**src/rtl/mer_pkg.sv**
```systemverilog
// Shared types, widths and helper functions for the midpoint ellipse rasterizer.
`default_nettype none

package mer_pkg;

  localparam int COORD_BITS = 12;
  localparam int RAD_BITS   = COORD_BITS - 1;
  localparam int OUT_W      = COORD_BITS + 2;
  localparam int Y_W        = COORD_BITS + 1;
  localparam int SQ_W       = 2 * RAD_BITS;
  localparam int AB_W       = 3 * RAD_BITS;
  localparam int STEP_W     = 3 * RAD_BITS + 4;
  localparam int DEC_W      = 3 * RAD_BITS + 7;
  localparam int COLOR_W    = 8;
  localparam int SEG_IDX_W  = 2;
  localparam int SEG_CNT_W  = 3;

  localparam logic REQ_START = 1'b0;
  localparam logic REQ_STEP  = 1'b1;

  typedef enum logic [3:0] {
    OP_NONE,
    OP_CAPTURE,
    OP_SQUARE,
    OP_PRODUCT,
    OP_INIT,
    OP_SET1,
    OP_SET2,
    OP_R1Y,
    OP_R1D,
    OP_R1X,
    OP_R1E,
    OP_R2X,
    OP_R2D,
    OP_R2Y,
    OP_R2E
  } dp_op_t;

  typedef enum logic [3:0] {
    S_IDLE,
    S_SQUARE,
    S_PRODUCT,
    S_INIT,
    S_SET1,
    S_SET2,
    S_EMIT,
    S_R1Y,
    S_R1D,
    S_R1X,
    S_R1E,
    S_R2X,
    S_R2D,
    S_R2Y,
    S_R2E
  } state_t;

  typedef struct packed {
    dp_op_t               op;
    logic                 load_out;
    logic [SEG_IDX_W-1:0] seg_idx;
    logic                 seg_last;
    logic                 seg_done;
  } cmd_t;

  typedef struct packed {
    logic                 busy;
    logic                 second_region;
    logic                 out_free;
    logic [SEG_CNT_W-1:0] seg_count;
    logic                 done_pred;
  } stat_t;

  // Signed halving that rounds toward zero.
  function automatic logic signed [DEC_W-1:0] half_trunc(input logic signed [DEC_W-1:0] v);
    logic signed [DEC_W-1:0] adj;
    adj = v + signed'(DEC_W'(v[DEC_W-1]));
    return adj >>> 1;
  endfunction

endpackage

`default_nettype wire

```
**src/rtl/midpoint_ellipse_rasterizer_unit.sv**
```systemverilog
// Top level of the midpoint ellipse rasterizer: controller plus datapath.
`default_nettype none

// A start item (req_type 0) loads centre, radii, colour and mode and gives no
// segment; the squaring, the a*a*b product, the walk set-up and the region
// check (SET1, SET2) then run one after another in the datapath. Each step
// item (req_type 1) emits n segments (1 to 4, one per cycle through the output
// register while the output is not stalled) and then updates the walk state
// and decision variable in R1Y, R1D, R1X, R1E, SET1, SET2 in the first region
// or R2X, R2D, R2Y, R2E in the second. A step while no ellipse is active is
// accepted and gives nothing. Items are taken one at a time; in_stall is low
// only while the block waits for the next item. ellipse_done is set on every
// segment of the step that ends the ellipse, last_of_step on its final one.
module midpoint_ellipse_rasterizer_unit (
  input  wire logic                                clk,
  input  wire logic                                rst_n,
  input  wire logic                                in_valid,
  output logic                                     in_stall,
  input  wire logic                                in_req_type,
  input  wire logic [mer_pkg::COORD_BITS-1:0]      in_center_x,
  input  wire logic [mer_pkg::COORD_BITS-1:0]      in_center_y,
  input  wire logic [mer_pkg::RAD_BITS-1:0]        in_radius_a,
  input  wire logic [mer_pkg::RAD_BITS-1:0]        in_radius_b,
  input  wire logic [mer_pkg::COLOR_W-1:0]         in_pen_color,
  input  wire logic                                in_fill_mode,
  output logic                                     out_valid,
  input  wire logic                                out_stall,
  output logic signed [mer_pkg::OUT_W-1:0]         out_seg_x0,
  output logic signed [mer_pkg::OUT_W-1:0]         out_seg_y0,
  output logic signed [mer_pkg::OUT_W-1:0]         out_seg_x1,
  output logic signed [mer_pkg::OUT_W-1:0]         out_seg_y1,
  output logic [mer_pkg::COLOR_W-1:0]              out_seg_color,
  output logic                                     out_last_of_step,
  output logic                                     out_ellipse_done
);
  import mer_pkg::*;

  cmd_t  cmd;
  stat_t stat;

  mer_ctrl u_ctrl (
    .clk         (clk),
    .rst_n       (rst_n),
    .in_valid    (in_valid),
    .in_req_type (in_req_type),
    .in_stall    (in_stall),
    .stat        (stat),
    .cmd         (cmd)
  );

  mer_dp u_dp (
    .clk              (clk),
    .rst_n            (rst_n),
    .cmd              (cmd),
    .stat             (stat),
    .in_center_x      (in_center_x),
    .in_center_y      (in_center_y),
    .in_radius_a      (in_radius_a),
    .in_radius_b      (in_radius_b),
    .in_pen_color     (in_pen_color),
    .in_fill_mode     (in_fill_mode),
    .out_valid        (out_valid),
    .out_stall        (out_stall),
    .out_seg_x0       (out_seg_x0),
    .out_seg_y0       (out_seg_y0),
    .out_seg_x1       (out_seg_x1),
    .out_seg_y1       (out_seg_y1),
    .out_seg_color    (out_seg_color),
    .out_last_of_step (out_last_of_step),
    .out_ellipse_done (out_ellipse_done)
  );

endmodule

`default_nettype wire

```
**src/rtl/mer_ctrl.sv**
```systemverilog
// Sequencing state machine for the ellipse rasterizer.
`default_nettype none

module mer_ctrl (
  input  wire logic          clk,
  input  wire logic          rst_n,
  input  wire logic          in_valid,
  input  wire logic          in_req_type,
  output logic               in_stall,
  input  wire mer_pkg::stat_t stat,
  output mer_pkg::cmd_t      cmd
);
  import mer_pkg::*;

  state_t               state_r, state_nxt;
  logic [SEG_IDX_W-1:0] seg_idx_r, seg_idx_nxt;
  logic                 is_last;

  always_ff @(posedge clk) begin
    if (!rst_n) begin
      state_r   <= S_IDLE;
      seg_idx_r <= '0;
    end else begin
      state_r   <= state_nxt;
      seg_idx_r <= seg_idx_nxt;
    end
  end

  assign is_last = (SEG_CNT_W'(seg_idx_r) + SEG_CNT_W'(1)) == stat.seg_count;

  always_comb begin
    state_nxt    = state_r;
    seg_idx_nxt  = seg_idx_r;
    in_stall     = 1'b1;
    cmd.op       = OP_NONE;
    cmd.load_out = 1'b0;
    cmd.seg_idx  = seg_idx_r;
    cmd.seg_last = is_last;
    cmd.seg_done = stat.done_pred;
    unique case (state_r)
      S_IDLE: begin
        in_stall = 1'b0;
        if (in_valid) begin
          if (in_req_type == REQ_START) begin
            cmd.op    = OP_CAPTURE;
            state_nxt = S_SQUARE;
          end else if (stat.busy) begin
            seg_idx_nxt = '0;
            state_nxt   = S_EMIT;
          end
        end
      end
      S_SQUARE:  begin cmd.op = OP_SQUARE;  state_nxt = S_PRODUCT; end
      S_PRODUCT: begin cmd.op = OP_PRODUCT; state_nxt = S_INIT;    end
      S_INIT:    begin cmd.op = OP_INIT;    state_nxt = S_SET1;    end
      S_SET1:    begin cmd.op = OP_SET1;    state_nxt = S_SET2;    end
      S_SET2:    begin cmd.op = OP_SET2;    state_nxt = S_IDLE;    end
      S_EMIT: begin
        if (stat.out_free) begin
          cmd.load_out = 1'b1;
          if (is_last) begin
            state_nxt = stat.second_region ? S_R2X : S_R1Y;
          end else begin
            seg_idx_nxt = seg_idx_r + SEG_IDX_W'(1);
          end
        end
      end
      S_R1Y: begin cmd.op = OP_R1Y; state_nxt = S_R1D;  end
      S_R1D: begin cmd.op = OP_R1D; state_nxt = S_R1X;  end
      S_R1X: begin cmd.op = OP_R1X; state_nxt = S_R1E;  end
      S_R1E: begin cmd.op = OP_R1E; state_nxt = S_SET1; end
      S_R2X: begin cmd.op = OP_R2X; state_nxt = S_R2D;  end
      S_R2D: begin cmd.op = OP_R2D; state_nxt = S_R2Y;  end
      S_R2Y: begin cmd.op = OP_R2Y; state_nxt = S_R2E;  end
      S_R2E: begin cmd.op = OP_R2E; state_nxt = S_IDLE; end
      default: begin
        state_nxt = S_IDLE;
      end
    endcase
  end

endmodule

`default_nettype wire

```
**src/rtl/mer_dp.sv**
```systemverilog
// Datapath: ellipse state, decision arithmetic, segment mirroring and output register.
`default_nettype none

module mer_dp (
  input  wire logic                                   clk,
  input  wire logic                                   rst_n,
  input  wire mer_pkg::cmd_t                          cmd,
  output mer_pkg::stat_t                              stat,
  input  wire logic [mer_pkg::COORD_BITS-1:0]         in_center_x,
  input  wire logic [mer_pkg::COORD_BITS-1:0]         in_center_y,
  input  wire logic [mer_pkg::RAD_BITS-1:0]           in_radius_a,
  input  wire logic [mer_pkg::RAD_BITS-1:0]           in_radius_b,
  input  wire logic [mer_pkg::COLOR_W-1:0]            in_pen_color,
  input  wire logic                                   in_fill_mode,
  output logic                                        out_valid,
  input  wire logic                                   out_stall,
  output logic signed [mer_pkg::OUT_W-1:0]            out_seg_x0,
  output logic signed [mer_pkg::OUT_W-1:0]            out_seg_y0,
  output logic signed [mer_pkg::OUT_W-1:0]            out_seg_x1,
  output logic signed [mer_pkg::OUT_W-1:0]            out_seg_y1,
  output logic [mer_pkg::COLOR_W-1:0]                 out_seg_color,
  output logic                                        out_last_of_step,
  output logic                                        out_ellipse_done
);
  import mer_pkg::*;

  // Control state.
  logic busy_r, second_region_r, out_valid_r;

  // Per-ellipse parameters.
  logic [COORD_BITS-1:0] centre_x_r, centre_y_r;
  logic [RAD_BITS-1:0]   rad_a_r, rad_b_r;
  logic [COLOR_W-1:0]    color_r;
  logic                  filled_r;
  logic [SQ_W-1:0]       a_sq_r, b_sq_r;
  logic [AB_W-1:0]       a_sq_b_r;
  logic signed [DEC_W-1:0] k_r;

  // Walk state.
  logic [COORD_BITS-1:0]    cur_x_r;
  logic signed [Y_W-1:0]    cur_y_r;
  logic signed [DEC_W-1:0]  dec_r, t_r;
  logic signed [STEP_W-1:0] dx_r, dy_r;
  logic                     flag_r;

  // Derived values.
  logic signed [DEC_W-1:0]  a_sq_d, b_sq_d, dx_d, dy_d, sq_diff, sq_diff3;
  logic signed [STEP_W-1:0] two_a_sq, two_b_sq;
  logic signed [OUT_W-1:0]  xc, yc, xs, ys, px, mx, py, my;
  logic signed [OUT_W-1:0]  sx0, sy0, sx1, sy1;
  logic                     x_nz, y_nz;
  logic [SEG_CNT_W-1:0]     seg_count;

  assign a_sq_d   = signed'(DEC_W'(a_sq_r));
  assign b_sq_d   = signed'(DEC_W'(b_sq_r));
  assign dx_d     = DEC_W'(dx_r);
  assign dy_d     = DEC_W'(dy_r);
  assign sq_diff  = a_sq_d - b_sq_d;
  assign sq_diff3 = sq_diff + (sq_diff <<< 1);
  assign two_a_sq = signed'(STEP_W'({a_sq_r, 1'b0}));
  assign two_b_sq = signed'(STEP_W'({b_sq_r, 1'b0}));

  always_ff @(posedge clk) begin
    if (!rst_n) begin
      busy_r          <= 1'b0;
      second_region_r <= 1'b0;
    end else begin
      unique case (cmd.op)
        OP_INIT: begin
          busy_r          <= 1'b1;
          second_region_r <= 1'b0;
        end
        OP_SET2: begin
          if (flag_r) begin
            second_region_r <= 1'b1;
          end
        end
        OP_R2E: begin
          if (cur_y_r[Y_W-1]) begin
            busy_r <= 1'b0;
          end
        end
        default: begin
        end
      endcase
    end
  end

  always_ff @(posedge clk) begin
    unique case (cmd.op)
      OP_CAPTURE: begin
        centre_x_r <= in_center_x;
        centre_y_r <= in_center_y;
        rad_a_r    <= in_radius_a;
        rad_b_r    <= in_radius_b;
        color_r    <= in_pen_color;
        filled_r   <= in_fill_mode;
      end
      OP_SQUARE: begin
        a_sq_r <= SQ_W'(rad_a_r) * SQ_W'(rad_a_r);
        b_sq_r <= SQ_W'(rad_b_r) * SQ_W'(rad_b_r);
      end
      OP_PRODUCT: begin
        a_sq_b_r <= AB_W'(a_sq_r) * AB_W'(rad_b_r);
        k_r      <= half_trunc(sq_diff3);
      end
      OP_INIT: begin
        cur_x_r <= '0;
        cur_y_r <= signed'(Y_W'(rad_b_r));
        dec_r   <= b_sq_d - signed'(DEC_W'(a_sq_b_r)) + signed'(DEC_W'(a_sq_r >> 2));
        dx_r    <= '0;
        dy_r    <= signed'(STEP_W'({a_sq_b_r, 1'b0}));
      end
      OP_SET1: begin
        t_r    <= k_r - dx_d - dy_d;
        flag_r <= !second_region_r && !(dx_r < dy_r);
      end
      OP_SET2: begin
        if (flag_r) begin
          dec_r <= dec_r + half_trunc(t_r);
        end
      end
      OP_R1Y: begin
        flag_r <= dec_r > 0;
        if (dec_r > 0) begin
          cur_y_r <= cur_y_r - Y_W'(1);
          dy_r    <= dy_r - two_a_sq;
        end
      end
      OP_R1D: begin
        if (flag_r) begin
          dec_r <= dec_r - dy_d;
        end
      end
      OP_R1X: begin
        cur_x_r <= cur_x_r + COORD_BITS'(1);
        dx_r    <= dx_r + two_b_sq;
      end
      OP_R1E: begin
        dec_r <= dec_r + b_sq_d + dx_d;
      end
      OP_R2X: begin
        flag_r <= dec_r < 0;
        if (dec_r < 0) begin
          cur_x_r <= cur_x_r + COORD_BITS'(1);
          dx_r    <= dx_r + two_b_sq;
        end
      end
      OP_R2D: begin
        if (flag_r) begin
          dec_r <= dec_r + dx_d;
        end
      end
      OP_R2Y: begin
        cur_y_r <= cur_y_r - Y_W'(1);
        dy_r    <= dy_r - two_a_sq;
      end
      OP_R2E: begin
        dec_r <= dec_r + a_sq_d - dy_d;
      end
      default: begin
      end
    endcase
  end

  // Mirror the current point about the centre.
  assign xc   = signed'(OUT_W'(centre_x_r));
  assign yc   = signed'(OUT_W'(centre_y_r));
  assign xs   = signed'(OUT_W'(cur_x_r));
  assign ys   = OUT_W'(cur_y_r);
  assign px   = xc + xs;
  assign mx   = xc - xs;
  assign py   = yc + ys;
  assign my   = yc - ys;
  assign x_nz = cur_x_r != '0;
  assign y_nz = cur_y_r != '0;

  always_comb begin
    sx0 = px;
    sy0 = py;
    sx1 = px;
    sy1 = py;
    seg_count = SEG_CNT_W'(1);
    unique case ({filled_r, x_nz})
      2'b11: begin
        seg_count = y_nz ? SEG_CNT_W'(2) : SEG_CNT_W'(1);
        sx1 = mx;
        if (cmd.seg_idx[0]) begin
          sy0 = my;
          sy1 = my;
        end
      end
      2'b10: begin
        sy1 = my;
      end
      2'b01: begin
        seg_count = y_nz ? SEG_CNT_W'(4) : SEG_CNT_W'(2);
        sx0 = cmd.seg_idx[0] ? mx : px;
        sy0 = cmd.seg_idx[1] ? my : py;
        sx1 = sx0;
        sy1 = sy0;
      end
      default: begin
        seg_count = y_nz ? SEG_CNT_W'(2) : SEG_CNT_W'(1);
        if (cmd.seg_idx[0]) begin
          sy0 = my;
          sy1 = my;
        end
      end
    endcase
  end

  // Output register; a new segment loads when the previous one is taken or absent.
  always_ff @(posedge clk) begin
    if (!rst_n) begin
      out_valid_r <= 1'b0;
    end else if (cmd.load_out) begin
      out_valid_r <= 1'b1;
    end else if (!out_stall) begin
      out_valid_r <= 1'b0;
    end
  end

  always_ff @(posedge clk) begin
    if (cmd.load_out) begin
      out_seg_x0       <= sx0;
      out_seg_y0       <= sy0;
      out_seg_x1       <= sx1;
      out_seg_y1       <= sy1;
      out_seg_color    <= color_r;
      out_last_of_step <= cmd.seg_last;
      out_ellipse_done <= cmd.seg_done;
    end
  end

  assign out_valid = out_valid_r;

  assign stat.busy          = busy_r;
  assign stat.second_region = second_region_r;
  assign stat.out_free      = !out_valid_r || !out_stall;
  assign stat.seg_count     = seg_count;
  assign stat.done_pred     = second_region_r && (cur_y_r[Y_W-1] || !y_nz);

endmodule

`default_nettype wire
```
**config.mk**
```make
export PLATFORM = sky130hd
export DESIGN_NAME = midpoint_ellipse_rasterizer_unit
export DESIGN_NICKNAME = d
export VERILOG_FILES = /design/src/rtl/mer_pkg.sv /design/src/rtl/midpoint_ellipse_rasterizer_unit.sv /design/src/rtl/mer_ctrl.sv /design/src/rtl/mer_dp.sv
export SDC_FILE = /design/constraint.sdc
export NUM_CORES = 2
export LEC_CHECK = 0
export BUFFER_PORTS_ARGS = -buffer_cell sky130_fd_sc_hd__buf_2
export CORE_MARGIN = 2
export CORE_UTILIZATION = 40
export DETAILED_ROUTE_END_ITERATION = 6
export PLACE_DENSITY_LB_ADDON = 0.15
export RECOVER_POWER = 100
export SYNTH_ARGS = -nofsm -noshare
export SYNTH_HDL_FRONTEND = slang
export SYNTH_SLANG_ARGS = --single-unit
```
**constraint.sdc**
```tcl
create_clock -name clk -period 5.7 [get_ports clk]
set_clock_uncertainty 0.05 [all_clocks]
set_input_delay 0 -clock clk [delete_from_list [all_inputs] [get_ports clk]]
set_output_delay 0 -clock clk [all_outputs]
set_load 0.02 [all_outputs]
```
# == After elaboration in Yosys (flattened, before gate mapping) ==
# Cells that the tools add are included.
# totals
register_bits,426
elab_cells,181
in_bits,60
# op_classes
mul,3
add_sub_neg,25
n_mux,48
eq_ne,46
n_lt_le_gt_ge,3
reduce_logical,27
# ops
cell,n
$pmux W40 S6,1
$pmux W37 S3,2
$mux W40,3
$sub A40 B37 Y40,3
$pmux W14 S2,3
$add A40 B2 Y40,2
$add A40 B23 Y40,2
$add A40 B37 Y40,2
$mux W37,2
$eq A4 B4 Y1 const B,14
$mux W14,4
$pmux W4 S14,1
$pmux W4 S12,1
$mul A11 B11 Y22,2
$add A40 B21 Y40,1
$add A40 B39 Y40,1
$add A40 B40 Y40,1
$gt A40 B1 Y1 const B,1
$lt A40 B1 Y1 const B,1
$sub A39 B37 Y40,1
$pmux W13 S3,1
$add A37 B24 Y37,1
$lt A37 B37 Y1,1
$sub A37 B24 Y37,1
44 further kinds,100

# == Logic depth before layout (Yosys ltp) ==
# depth
word_depth,7
depth_mapped,27
ltp_nobuf,26

# == Modules after synthesis ==
# Synthesis repeated with hierarchy kept, for this count alone.
# hier_totals
hier_cells,5611
hier_area_um2,51272.9
# by_module_without_submodules
module,cells_per_inst,seq_area_each_um2,area_each_um2,n_inst
mer_dp,5530,11951.5,50641.1,1
mer_ctrl,81,120.1,631.9,1

# == Worst setup path before layout ==
# OpenSTA, ideal clock, no wires.
# synth_path
kind,reg2reg
startpoint,register u_ctrl.state_r[1]
endpoint,"register u_dp.a_sq_b_r[0], enable pin"
path_stages_with_launch,4
period_less_slack_ps,6281
path_slack_ps,-581
arrival_ps,5641
setup_ps,591
path_cell_list,dfxtp_1 > clkbuf_1 > nand2_1 > nor3_1
# synth_via
elab_chain_len,3
# synth_rtl
element,line,source
start: declaration,mer_ctrl.sv:15,"state_t state_r, state_nxt;"
start signal: assignment,mer_ctrl.sv:24,state_r <= state_nxt;
$eq A4 B4 Y1 (tied with other cells),mer_ctrl.sv:40,unique case (state_r)
$pmux W4 S14 (*),mer_ctrl.sv:40,
$eq A4 B2 Y1 (*),mer_dp.sv:90,unique case (cmd.op)
end signal: assignment,mer_dp.sv:104,a_sq_b_r <= AB_W'(a_sq_r) * AB_W'(rad_b_r);
end: declaration,mer_dp.sv:36,logic [AB_W-1:0] a_sq_b_r;
# Every way passes the cells marked *; elsewhere a longest branch is shown, timed or not.
# A chain may end at the register's enable or synchronous reset.

# == Worst setup path after layout ==
# layout_path
startpoint,register u_dp.a_sq_r[4]
endpoint,"register u_dp.a_sq_b_r[32], data pin"
# layout_via
elab_chain_len,1
# layout_rtl
element,line,source
start: declaration,mer_dp.sv:35,"logic [SQ_W-1:0] a_sq_r, b_sq_r;"
start signal: assignment,mer_dp.sv:100,a_sq_r <= SQ_W'(rad_a_r) * SQ_W'(rad_a_r);
$mul A22 B11 Y33,mer_dp.sv:104,
# Every way passes these cells.

==> reports/metrics.cfg <==
[status]
status = finished, violations left
violations = capacitance limit, slew limit, setup timing

[sta]
setup_viol = 10
fin_crit_ns = 5.84
worst_slack_ns = -0.136
max-slew-margin-rel = -1.04
fmax_mhz = 171
slew_viol_final = 515
rsz0062_at_grt = true
period_share = 1.02
hold_viol = 0
max_slew.worst_pin.slew_ns = 3.07

[yosys]
synthMuxAreaShare = 0.00548
synth_top_family_by_area = adder cells
synth_most_common_cell = inv_1
yosysWarnings = 0
ys_seq_area_frac = 0.239
synthAdderAreaFrac = 0.299
synthArstFlopShare = 0
synth_top_area_share = 0.236
synth_xor_xnor_area_share = 0.0824
syn_area_sq_mm = 0.0523
synth.area.top_cells = edfxtp_1 (24%), ha_1 (15%), fa_1 (15%), xnor2_1 (5.9%), inv_1 (5.2%)
synth_compound_area_frac = 0.165
synthSimpleGateAreaFrac = 0.145
synth_edf_count = 411
netlist_instances = 5745
synthDistinctLibCells = 102
ys_ff_latch = 420
yosys.area.top_type = edfxtp_1
avgSynthCellArea_sq_um = 9.10
ys.flop_type = edfxtp_1
yosys-top-cells-count = inv_1 (718), ha_1 (633), nand2_1 (482)

[final_layout]
syn2layout_area_growth_pct = 18.8
fillers = 12500
finalNetCount = 7451
final_util = 0.479
final_area_sq_mm = 0.0621
drive_above_1_share = 0.128

[setup_path]
path_class = reg2reg
worst_setup_path_end_kind = flop
crit_fanout = 5
rr_endpoint = u_dp.a_sq_b_r[32]$_DFFE_PN_
reg2reg_setup_slack_ns = -0.14
worst_ep_arrival_time_ns = 6.23
worst-r2r-cell-count = 20
critPathRequiredTime_ns = 6.09
r2r_start = u_dp.a_sq_r[4]$_DFFE_PN_
start_kind = flop

[route]
drc_errors = 0
routedWlPerCell_um = 19.8
wl_met1_mm = 73.0
wl_met3_mm = 7.12
post_drt_via_cell_ratio = 5.32
ant_nets = 0
top_layer = met4
dr_wl_met2_mm = 77.3
drt_iter0_markers = 2958
first_pass_iters = 6
drt-total-wl_mm = 161
dr_total_vias = 43400

[min_path]
hold_start = in_radius_a[6]
min_to = u_dp.rad_a_r[6]$_DFFE_PN_
hold_depth = 2
min_path_type = in2reg

[clocking]
cts_tree = built
path_clk_slew_ns = 0.06
worstSkewPairLatency_ns = 0.71
cts_buffer_depth = 3
cts_root_buffer = clkbuf_16
cts.sinks = 420
cts_made_buffers = 58
htreeDepth = 2

[die]
core_area_sq_mm = 0.130
initial_core_util = 0.403
die_area_sq_mm = 0.134
dieHeight_um = 366
ios = 128
rows = 132
die_w_um = 366

[global_routing]
grt_usage = 0.240
grt_max_degree = 65
grt.overflow.total = 0
grt_pass1_wl_mm = 249
grt_pass1_vias = 42700
antenna_found_initial = 5

[placement]
gp_congestion = 0.926
portBuffers = 127
hpwl_mm = 131
post_dp_cell_area_sq_mm = 0.0579

[run]
maxCapViolations = 12

## worst max-delay path by stage
stage / start / to / slack (ns) / depth (start not counted)
2_1_floorplan: u_dp.rad_b_r[4]$_DFFE_PN_ / u_dp.a_sq_b_r[32]$_DFFE_PN_ / 0.006 / 22
3_3_place_gp: u_dp.a_sq_r[3]$_DFFE_PN_ / u_dp.a_sq_b_r[32]$_DFFE_PN_ / -0.58 / 21
3_5_place_dp: u_dp.a_sq_r[3]$_DFFE_PN_ / u_dp.a_sq_b_r[32]$_DFFE_PN_ / -0.51 / 21
4_1_cts: u_dp.a_sq_r[8]$_DFFE_PN_ / u_dp.a_sq_b_r[32]$_DFFE_PN_ / -0.06 / 22
5_1_grt: u_dp.a_sq_r[4]$_DFFE_PN_ / u_dp.a_sq_b_r[32]$_DFFE_PN_ / -0.35 / 20
6_report: u_dp.a_sq_r[4]$_DFFE_PN_ / u_dp.a_sq_b_r[32]$_DFFE_PN_ / -0.14 / 20
## registers in the layout, summed over array words and instances, names as in the netlist, 14 cells and up
signal           flops
u_dp.a_sq_b_r       33
u_dp.dx_r           36
u_dp.out_seg_y0     14
u_dp.out_seg_x0     14
u_dp.dy_r           36
u_dp.k_r            39
u_dp.a_sq_r         21
u_dp.dec_r          40
u_dp.t_r            40
u_dp.b_sq_r         21
## cells in the final DEF, fill, tap and decap left out, types with 23 or more instances in the layout
| master | n |
|---|---|
| dlygate4sd3_1 | 107 |
| mux2i_1 | 23 |
| a22oi_1 | 40 |
| xor2_1 | 137 |
| nor2b_1 | 51 |
| nand2_1 | 467 |
| clkbuf_16 | 59 |
| nand3_1 | 90 |
| nand2b_1 | 64 |
| clkbuf_1 | 123 |
| fa_1 | 365 |
| a21o_1 | 157 |
| nor2_1 | 362 |
| buf_2 | 48 |
| nor4_1 | 31 |
| ha_1 | 605 |
| o21bai_1 | 64 |
| edfxtp_1 | 411 |
| buf_6 | 26 |
| inv_1 | 704 |
| a21oi_1 | 363 |
| nand4_1 | 37 |
| o21ai_0 | 275 |
| a31oi_1 | 37 |
| or3_1 | 39 |
| o21a_1 | 60 |
| o22ai_1 | 29 |
| and2_1 | 136 |
| a211oi_1 | 33 |
| buf_4 | 413 |
| and3_1 | 46 |
| xnor2_1 | 350 |
| nor3_1 | 90 |
## layer usage
metal / vias up / global-route usage
met1: 21100 / 0.325
met5: - / 0
li1: 21200 / -
met3: 173 / 0.0233
met4: 0 / 0.0643
met2: 962 / 0.408
## through the flow
stage / setup slack (ns) / TNS [ns] / hold slack, ns / instances
global route: -0.347 / -7.42 / 0.0464 / 8165
detailed placement: -0.507 / -6.07 / 0.128 / 7892
CTS: -0.0585 / -0.0814 / 0.00540 / 8137
floorplan: 0.00575 / 0 / 0.0489 / 5748
finish: -0.136 / -0.477 / 0.0667 / 8165
global placement: -0.576 / -5.57 / 0.127 / 7892
## worst max-delay path, stage by stage, from the launching register on
cell	delay, ns
edfxtp_1	0.53
and2_4	0.21
fa_1	0.51
fa_1	0.61
fa_1	0.45
fa_1	0.54
inv_2	0.05
fa_1	0.55
inv_2	0.05
ha_4	0.21
a21o_1	0.17
a21oi_2	0.17
nand2_2	0.09
nor2_4	0.12
a211oi_4	0.09
o2111ai_4	0.26
nand3_4	0.13
a2111oi_4	0.42
o31ai_1	0.13
a21oi_1	0.19
xnor2_1	0.08
## what timing repair did
item	4_1_cts	5_1_grt
hold buffers	107	0
resized for setup	81	174
setup buffers	29	34
cloned	0	1
endpoints found under the hold margin	68	0
endpoints found under the setup margin	31	56
pin swaps	73	118
## cell families after synthesis
kind of cell	after synthesis
mux	28
simple gates	1562
compound gates	1343
flops	420
xor+xnor	492
fa+ha+maj	1018
other cells	2
buf+inv	880
## final cells by class
cell class	instances	area [sq um]	share of cell area
Timing Repair Buffer	724	5340	0.0860
Sequential cell	420	12500	0.202
Clock inverter	41	470	0.00757
Tap cell	1742	2180	0.0351
Antenna cell	1	2.50	0.0000403
Clock buffer	68	1490	0.0240
Inverter	721	2710	0.0436
Multi-Input combinational cell	4448	37400	0.602
Power is not shown: default switching activity piles up to over one toggle a cycle in this logic, so the estimate is an artifact.
